## src/rtl/pm_pkg.sv

```systemverilog
// Shared codes and controller/datapath interface types for the polynomial multiplier.
package pm_pkg;

	localparam logic [1:0] KIND_LOAD_A   = 2'd0;
	localparam logic [1:0] KIND_LOAD_B   = 2'd1;
	localparam logic [1:0] KIND_MULTIPLY = 2'd2;

	typedef struct packed {
		logic load_a;     // append coefficient to A
		logic load_b;     // append coefficient to B
		logic start;      // new product: clear nonzero tracking
		logic clear;      // drop both operands and the overflow flag
		logic rd;         // read A[idx_i] and B[idx_j]
		logic mul;        // register the partial product
		logic acc;        // accumulate the partial product
		logic acc_first;  // first term of this coefficient
		logic acc_end;    // last term: write the coefficient to the product store
		logic emit_rd;    // read product store at idx_k
		logic out_load;   // load the output register
		logic out_zero;   // output is the zero polynomial
		logic out_last;   // output is the final coefficient
	} cmd_t;

	typedef struct packed {
		logic out_free;   // output register can take a beat this cycle
		logic nz_seen;    // product has at least one nonzero coefficient
	} sts_t;

endpackage

```

## src/rtl/pm_datapath.sv

```systemverilog
// Operand stores, shared multiplier, accumulator, product store and output register.
module pm_datapath import pm_pkg::*; #(
	parameter int MaxTerms = 16
) (
	input  logic                clk,
	input  logic                arst_n,
	input  cmd_t                cmd,
	input  logic [$clog2(MaxTerms)-1:0]     idx_i,
	input  logic [$clog2(MaxTerms)-1:0]     idx_j,
	input  logic [$clog2(2*MaxTerms-1)-1:0] idx_k,
	input  logic signed [31:0]  coefficient,
	input  logic                out_ready,
	output sts_t                sts,
	output logic [$clog2(MaxTerms+1)-1:0]   count_a,
	output logic [$clog2(MaxTerms+1)-1:0]   count_b,
	output logic [$clog2(2*MaxTerms-1)-1:0] last_nz,
	output logic                out_valid,
	output logic signed [31:0]  product_coefficient,
	output logic [4:0]          power,
	output logic                last,
	output logic                is_zero,
	output logic                load_overflow
);

	localparam int ProdLen = 2 * MaxTerms - 1;
	localparam int IW      = $clog2(MaxTerms);
	localparam int CW      = $clog2(MaxTerms + 1);
	localparam int KW      = $clog2(ProdLen);

	logic [31:0]   a_mem [MaxTerms];
	logic [31:0]   b_mem [MaxTerms];
	logic [31:0]   p_mem [ProdLen];

	logic [CW-1:0] ca_q, cb_q;
	logic          ovf_q;
	logic          nz_q;
	logic [KW-1:0] last_nz_q;
	logic [31:0]   a_rd_q, b_rd_q, prod_q, acc_q, p_rd_q;
	logic [31:0]   acc_sum;
	logic          a_room, b_room;
	logic          out_valid_q;

	assign a_room  = ca_q < CW'(MaxTerms);
	assign b_room  = cb_q < CW'(MaxTerms);
	assign acc_sum = (cmd.acc_first ? 32'd0 : acc_q) + prod_q;

	always_ff @(posedge clk or negedge arst_n) begin
		if (!arst_n) begin
			ca_q        <= '0;
			cb_q        <= '0;
			ovf_q       <= 1'b0;
			nz_q        <= 1'b0;
			last_nz_q   <= '0;
			out_valid_q <= 1'b0;
		end else begin
			if (cmd.load_a) begin
				if (a_room) ca_q <= ca_q + CW'(1);
				else        ovf_q <= 1'b1;
			end
			if (cmd.load_b) begin
				if (b_room) cb_q <= cb_q + CW'(1);
				else        ovf_q <= 1'b1;
			end
			if (cmd.clear) begin
				ca_q  <= '0;
				cb_q  <= '0;
				ovf_q <= 1'b0;
			end
			if (cmd.start) nz_q <= 1'b0;
			else if (cmd.acc && cmd.acc_end && acc_sum != 32'd0) begin
				nz_q      <= 1'b1;
				last_nz_q <= idx_k;
			end
			if (cmd.out_load)  out_valid_q <= 1'b1;
			else if (out_ready) out_valid_q <= 1'b0;
		end
	end

	// stores and payload registers, no reset
	always_ff @(posedge clk) begin
		if (cmd.load_a && a_room) a_mem[ca_q[IW-1:0]] <= coefficient;
		if (cmd.load_b && b_room) b_mem[cb_q[IW-1:0]] <= coefficient;
		if (cmd.rd) begin
			a_rd_q <= a_mem[idx_i];
			b_rd_q <= b_mem[idx_j];
		end
		if (cmd.mul) prod_q <= a_rd_q * b_rd_q;   // low word only, sign does not matter
		if (cmd.acc) begin
			acc_q <= acc_sum;
			if (cmd.acc_end) p_mem[idx_k] <= acc_sum;
		end
		if (cmd.emit_rd) p_rd_q <= p_mem[idx_k];
		if (cmd.out_load) begin
			product_coefficient <= cmd.out_zero ? 32'sd0 : $signed(p_rd_q);
			power               <= cmd.out_zero ? 5'd0 : 5'(idx_k);
			last                <= cmd.out_zero | cmd.out_last;
			is_zero             <= cmd.out_zero;
			load_overflow       <= ovf_q;
		end
	end

	assign sts.out_free = !out_valid_q || out_ready;
	assign sts.nz_seen  = nz_q;
	assign count_a      = ca_q;
	assign count_b      = cb_q;
	assign last_nz      = last_nz_q;
	assign out_valid    = out_valid_q;

endmodule

```

## src/rtl/pm_ctrl.sv

```systemverilog
// Sequencer: walks the convolution one partial product at a time, then emits the product.
module pm_ctrl import pm_pkg::*; #(
	parameter int MaxTerms = 16
) (
	input  logic                clk,
	input  logic                arst_n,
	input  logic                in_valid,
	output logic                in_ready,
	input  logic [1:0]          kind,
	input  sts_t                sts,
	input  logic [$clog2(MaxTerms+1)-1:0]   count_a,
	input  logic [$clog2(MaxTerms+1)-1:0]   count_b,
	input  logic [$clog2(2*MaxTerms-1)-1:0] last_nz,
	output cmd_t                cmd,
	output logic [$clog2(MaxTerms)-1:0]     idx_i,
	output logic [$clog2(MaxTerms)-1:0]     idx_j,
	output logic [$clog2(2*MaxTerms-1)-1:0] idx_k
);

	localparam int IW = $clog2(MaxTerms);
	localparam int KW = $clog2(2 * MaxTerms - 1);
	localparam int WW = KW + 1;

	typedef enum logic [2:0] {
		IDLE, C_RD, C_MUL, C_ACC, C_CHK, E_RD, E_LD, Z_LD
	} state_t;

	state_t        state_q;
	logic [KW-1:0] k_q;
	logic [IW-1:0] i_q;
	logic          first_q;

	logic [WW-1:0] kw, iw, na, nb, i_hi, k_nx, i_lo_nx, k_max;
	logic          acc_end, k_end, operands_ok, mul_beat;

	assign kw    = WW'(k_q);
	assign iw    = WW'(i_q);
	assign na    = WW'(count_a);
	assign nb    = WW'(count_b);
	assign i_hi  = (kw < na) ? kw : na - WW'(1);
	assign k_nx  = kw + WW'(1);
	// first A index that pairs with a valid B index for the next coefficient
	assign i_lo_nx = (k_nx >= nb) ? k_nx - nb + WW'(1) : '0;
	assign k_max   = na + nb - WW'(2);
	assign acc_end = iw == i_hi;
	assign k_end   = kw == k_max;

	assign operands_ok = count_a != '0 && count_b != '0;
	assign in_ready    = state_q == IDLE;
	assign mul_beat    = in_valid && in_ready && kind == KIND_MULTIPLY;

	assign idx_i = i_q;
	assign idx_j = IW'(kw - iw);
	assign idx_k = k_q;

	always_comb begin
		cmd = '0;
		unique case (state_q)
			IDLE: begin
				if (in_valid) begin
					cmd.load_a = kind == KIND_LOAD_A;
					cmd.load_b = kind == KIND_LOAD_B;
					cmd.start  = kind == KIND_MULTIPLY;
				end
			end
			C_RD:  cmd.rd  = 1'b1;
			C_MUL: cmd.mul = 1'b1;
			C_ACC: begin
				cmd.acc       = 1'b1;
				cmd.acc_first = first_q;
				cmd.acc_end   = acc_end;
			end
			C_CHK: ;
			E_RD:  cmd.emit_rd = 1'b1;
			E_LD: begin
				cmd.out_load = sts.out_free;
				cmd.out_last = k_q == last_nz;
				cmd.clear    = sts.out_free && k_q == last_nz;
			end
			Z_LD: begin
				cmd.out_load = sts.out_free;
				cmd.out_zero = 1'b1;
				cmd.clear    = sts.out_free;
			end
			default: ;
		endcase
	end

	always_ff @(posedge clk or negedge arst_n) begin
		if (!arst_n) begin
			state_q <= IDLE;
			k_q     <= '0;
			i_q     <= '0;
			first_q <= 1'b0;
		end else begin
			unique case (state_q)
				IDLE: begin
					if (mul_beat) begin
						k_q     <= '0;
						i_q     <= '0;
						first_q <= 1'b1;
						state_q <= operands_ok ? C_RD : Z_LD;
					end
				end
				C_RD:  state_q <= C_MUL;
				C_MUL: state_q <= C_ACC;
				C_ACC: begin
					if (acc_end) begin
						if (k_end) begin
							first_q <= 1'b0;
							state_q <= C_CHK;
						end else begin
							k_q     <= k_q + KW'(1);
							i_q     <= IW'(i_lo_nx);
							first_q <= 1'b1;
							state_q <= C_RD;
						end
					end else begin
						first_q <= 1'b0;
						i_q     <= IW'(iw + WW'(1));
						state_q <= C_RD;
					end
				end
				C_CHK: begin
					k_q     <= '0;
					state_q <= sts.nz_seen ? E_RD : Z_LD;
				end
				E_RD: state_q <= E_LD;
				E_LD: begin
					if (sts.out_free) begin
						if (k_q == last_nz) begin
							state_q <= IDLE;
						end else begin
							k_q     <= k_q + KW'(1);
							state_q <= E_RD;
						end
					end
				end
				Z_LD: begin
					if (sts.out_free) state_q <= IDLE;
				end
				default: state_q <= IDLE;
			endcase
		end
	end

endmodule

```

## src/rtl/polynomial_multiply.sv

```systemverilog
// Schoolbook polynomial multiplier: load beats are accepted whenever the block is idle; a
// multiply beat stalls the input while one shared 32x32 multiplier walks the convolution one
// partial product at a time (registered operand read, registered multiply, accumulate),
// na*nb partial products for operands of na and nb terms, then each product coefficient
// takes a registered product-store read and an output load, plus any output stall.
// An empty operand skips the walk and gives the single zero beat; a product whose
// coefficients are all zero gives it after the walk. Operand stores
// need no clearing pass, and loads are taken again once the last result sits in the
// output register.
module polynomial_multiply import pm_pkg::*; #(
	parameter int MAX_TERMS = 16
) (
	input  logic               clk,
	input  logic               arst_n,
	input  logic               in_valid,
	output logic               in_ready,
	input  logic [1:0]         kind,
	input  logic signed [31:0] coefficient,
	output logic               out_valid,
	input  logic               out_ready,
	output logic signed [31:0] product_coefficient,
	output logic [4:0]         power,
	output logic               last,
	output logic               is_zero,
	output logic               load_overflow
);

	localparam int IW = $clog2(MAX_TERMS);
	localparam int CW = $clog2(MAX_TERMS + 1);
	localparam int KW = $clog2(2 * MAX_TERMS - 1);

	cmd_t          cmd;
	sts_t          sts;
	logic [IW-1:0] idx_i, idx_j;
	logic [KW-1:0] idx_k, last_nz;
	logic [CW-1:0] count_a, count_b;

	pm_ctrl #(.MaxTerms(MAX_TERMS)) u_ctrl (
		.clk      (clk),
		.arst_n   (arst_n),
		.in_valid (in_valid),
		.in_ready (in_ready),
		.kind     (kind),
		.sts      (sts),
		.count_a  (count_a),
		.count_b  (count_b),
		.last_nz  (last_nz),
		.cmd      (cmd),
		.idx_i    (idx_i),
		.idx_j    (idx_j),
		.idx_k    (idx_k)
	);

	pm_datapath #(.MaxTerms(MAX_TERMS)) u_datapath (
		.clk                 (clk),
		.arst_n              (arst_n),
		.cmd                 (cmd),
		.idx_i               (idx_i),
		.idx_j               (idx_j),
		.idx_k               (idx_k),
		.coefficient         (coefficient),
		.out_ready           (out_ready),
		.sts                 (sts),
		.count_a             (count_a),
		.count_b             (count_b),
		.last_nz             (last_nz),
		.out_valid           (out_valid),
		.product_coefficient (product_coefficient),
		.power               (power),
		.last                (last),
		.is_zero             (is_zero),
		.load_overflow       (load_overflow)
	);

`ifndef SYNTH
	// a multiply beat always holds off the next input in the cycle after it
	a_mul_stalls: assert property (@(posedge clk) disable iff (!arst_n)
		(in_valid && in_ready && kind == KIND_MULTIPLY) |=> !in_ready)
		else $error("input taken right after a multiply beat");

	// the zero polynomial is a single beat with power and coefficient zero
	a_zero_beat: assert property (@(posedge clk) disable iff (!arst_n)
		(out_valid && is_zero) |-> (last && power == 5'd0 && product_coefficient == 32'sd0))
		else $error("malformed zero-product beat");

	// operands are only loaded while no product is being formed
	a_load_idle: assert property (@(posedge clk) disable iff (!arst_n)
		(cmd.load_a || cmd.load_b) |-> in_ready)
		else $error("operand load outside idle");
`endif

endmodule
```

## config.mk

```make
export PLATFORM = sky130hd
export DESIGN_NAME = polynomial_multiply
export DESIGN_NICKNAME = d
export VERILOG_FILES = /design/src/rtl/pm_pkg.sv /design/src/rtl/pm_datapath.sv /design/src/rtl/pm_ctrl.sv /design/src/rtl/polynomial_multiply.sv
export SDC_FILE = /design/constraint.sdc
export NUM_CORES = 2
export LEC_CHECK = 0
export BUFFER_PORTS_ARGS = -buffer_cell sky130_fd_sc_hd__buf_4
export CAP_MARGIN = 20
export CORE_MARGIN = 5
export CORE_UTILIZATION = 45
export CTS_CLUSTER_SIZE = 16
export DETAILED_ROUTE_END_ITERATION = 7
export GPL_TIMING_DRIVEN = 0
export HOLD_SLACK_MARGIN = 0.05
export SKIP_LAST_GASP = 1
export SLEW_MARGIN = 20
export SYNTH_ARGS = -nofsm -noshare
export SYNTH_HDL_FRONTEND = slang
export SYNTH_SLANG_ARGS = --single-unit
```

## constraint.sdc

```tcl
create_clock -name clk -period 10.3 [get_ports clk]
set_clock_uncertainty 0.1 [all_clocks]
set_input_delay 0.515 -clock clk [delete_from_list [all_inputs] [get_ports clk]]
set_output_delay 0.515 -clock clk [all_outputs]
set_load 0.01 [all_outputs]
```

==> flow_summary.yaml <==
floorplanning:
  io_pins: 80
  fp.dieW_um: 486
  initial_core_util: 0.453
  fp-row-count: 174
  die_y_um: 486
  die_area_sq_um: 236000
  core_sq_um: 225000
run_status:
  outcome: "finished clean"
routing:
  dr.max_layer_used: "met4"
  num_vias: 54200
  met2_length_mm: 141
  viasPerCell: 5.78
  drt_wl_total_mm: 284
  routedWlPerCell_um: 30.3
  wl_met1_mm: 111
  drc: 0
  drt_iter0_markers: 6105
  dr.pass1.iters: 5
  antenna_left: 0
  met3WireLength_mm: 21.5
clock_network:
  cts_setup_buffers: 0
  ctsHoldBuffers: 37
  cts_root_buffer: "clkbuf_16"
  cts-buffers-inserted: 222
  cts_buffer_depth: 3
  htreeDepth: 4
  clock-sinks: 2247
  cts_tree: "built"
  clk_pin_slew_worst_paths_ns: 0.06
  clock_latency_ns: 0.89
  ctsResizeCount: 0
sta:
  tightest_slew_ns: 1.22
  setup-violations-final: 0
  hold_viol_final: 0
  rsz0062_at_grt: "no"
  period_needed_ns: 9.61
  holdWs_ns: 0.141
  fin_crit_sh: 0.933
  slew_viol_final: 0
  slew_headroom: 0.187
  fmax_ghz: 0.104
  finalSetupTns_ns: 0
yosys:
  syn-num-nets: 6293
  ys_seq_elements: 2247
  synth_area_sq_um: 102000
  async_flop_share: 0.0138
  yosysMostFrequentCell: "edfxtp_1"
  synth_edf_count: 2216
  ys_seq_area_frac: 0.660
  netlist.area_leader.share: 0.653
  synth_common_cells: "edfxtp_1, mux4_2, inv_1"
  synthFlopType: "edfxtp_1"
  synth_top_cell_by_area: "edfxtp_1"
  synthTopCellsByArea: "edfxtp_1, mux4_2, fa_1"
  synth_warnings: 0
  netlist_instances: 5651
  syn_area_per_cell_sq_um: 18.0
  ys_types: 72
worst_hold_path:
  min_path_type: "in -> async"
critical_path:
  r2r-start: "u_datapath.b_rd_q[2]$_DFFE_PP_"
  r2r-end: "u_datapath.prod_q[30]$_DFFE_PP_"
  worstPathRequired_ns: 10.80
  critPathLaunchType: "flip-flop"
  crit_slowest_cell: "clkbuf_1"
  crit_type: "reg -> reg"
  r2r_slack_ns: 0.69
  crit_buf_inv: 5
  worst-r2r-cell-count: 29
  cp_common_cell: "fa_1"
  critical_path_arrival_ns: 10.11
  critPathMaxStageDelay_ns: 0.62
  critPathTopFamily: "adder cells"
  worst_setup_path_end_kind: "flip-flop"
  critPathMaxFanout: 10
flow_run:
  drv_cap: 0
global_routing:
  grt.overflow.total: 0
  grt_first_pass_wirelength_mm: 409
  grt_max_degree: 35
  grt_pass1_vias: 56600
  antenna_found_initial: 23
  grt_use_total: 0.243
layout:
  area_delta_synth_final_pct: 15.9
  final_layout_size_suffix_gt1_frac: 0.202
  num-nets-final: 6806
placement:
  place_hpwl_mm: 201
  portBuffers: 79
  place.gp.congestion: 0.915
how the worst max path moves through the flow:
stage | end | slack (ns) | from | cells after the start
finish | u_datapath.prod_q[30]$_DFFE_PP_ | 0.69 | u_datapath.b_rd_q[2]$_DFFE_PP_ | 29
global route | u_datapath.prod_q[30]$_DFFE_PP_ | 0.28 | u_datapath.b_rd_q[2]$_DFFE_PP_ | 29
CTS | u_datapath.prod_q[30]$_DFFE_PP_ | 0.80 | u_datapath.b_rd_q[2]$_DFFE_PP_ | 29
detailed placement | u_datapath.prod_q[30]$_DFFE_PP_ | 0.82 | u_datapath.b_rd_q[2]$_DFFE_PP_ | 29
global placement | u_datapath.last_nz[0]$_DFFE_PN0P_ | 0.11 | u_ctrl.state_q[1]$_DFFE_PN0P_ | 24
floorplan | u_datapath.prod_q[30]$_DFFE_PP_ | 2.55 | u_datapath.b_rd_q[2]$_DFFE_PP_ | 29
layout by cell type, fill, tap and decap left out, types with 90 or more instances in the layout:
cell,n
ha_1,191
inv_1,439
mux4_2,535
nand2_1,366
buf_4,110
fa_1,413
clkbuf_16,222
and2_1,320
edfxtp_1,2216
a22oi_1,124
xnor2_1,90
clkbuf_1,236
stage by stage:
stage           util  area (sq um)  setup WS, ns  cells
2_1_floorplan      -        102000          2.55   5651
3_3_place_gp   0.472        106000         0.111   8722
3_5_place_dp   0.490        110000         0.816   8892
4_1_cts        0.524        118000         0.796   9341
5_1_grt        0.525        118000         0.279   9358
6_report       0.525        118000         0.693   9376
registers in the layout, indices dropped and copies added, names as in the netlist, 3 cells and up:
register,count
u_datapath.b_rd_q,32
u_ctrl.idx_k,5
u_datapath.count_b,5
u_datapath.power,5
u_datapath.last_nz,5
u_datapath.a_mem,512
u_datapath.p_mem,992
u_datapath.product_coefficient,32
u_ctrl.idx_i,4
u_datapath.count_a,5
u_datapath.p_rd_q,32
u_datapath.prod_q,32
u_datapath.acc_q,32
u_ctrl.state_q,3
u_datapath.b_mem,512
u_datapath.a_rd_q,32
per-layer routing:
| metal | global-route usage | vias to the layer above |
|---|---|---|
| met4 | 0.0879 | 0 |
| met3 | 0.0424 | 497 |
| met5 | 0 | - |
| met1 | 0.324 | 28900 |
| li1 | - | 22500 |
| met2 | 0.404 | 2278 |
logic make-up after synthesis:
group                      after synthesis  share of synthesized area
xor gates and xnor gates               144                     0.0124
AOI/OAI and AO/OA                      371                     0.0246
buffers and inverters                  719                     0.0265
DFF                                   2247                      0.660
and+or+nand+nor                        967                     0.0472
muxes                                  599                      0.125
adders and majority gates              604                      0.105
worst reg2reg max path: cells and delay by family (launching register included):
kind / cells / cell delay (ns)
AOI/OAI and AO/OA: 11 / 2.45
xor gates and xnor gates: 1 / 0.08
adders and majority gates: 9 / 4.48
buffers and inverters: 5 / 1.24
DFF: 1 / 0.51
and+or+nand+nor: 3 / 0.50
cell type report:
| cell class | instances | area, sq um |
|---|---|---|
| Clock inverter | 151 | 1690 |
| Antenna cell | 32 | 80.1 |
| Fill cell | 18000 | 107000 |
| Multi-Input combinational cell | 2685 | 32800 |
| Inverter | 440 | 1650 |
| Sequential cell | 2247 | 67300 |
| Buffer | 279 | 1110 |
| Timing Repair Buffer | 289 | 4060 |
| Clock buffer | 261 | 5700 |
| Tap cell | 2992 | 3740 |
Power is left out: the tool's default activity adds up to more than one toggle a clock period on the data nets, which glitch-free logic cannot reach.
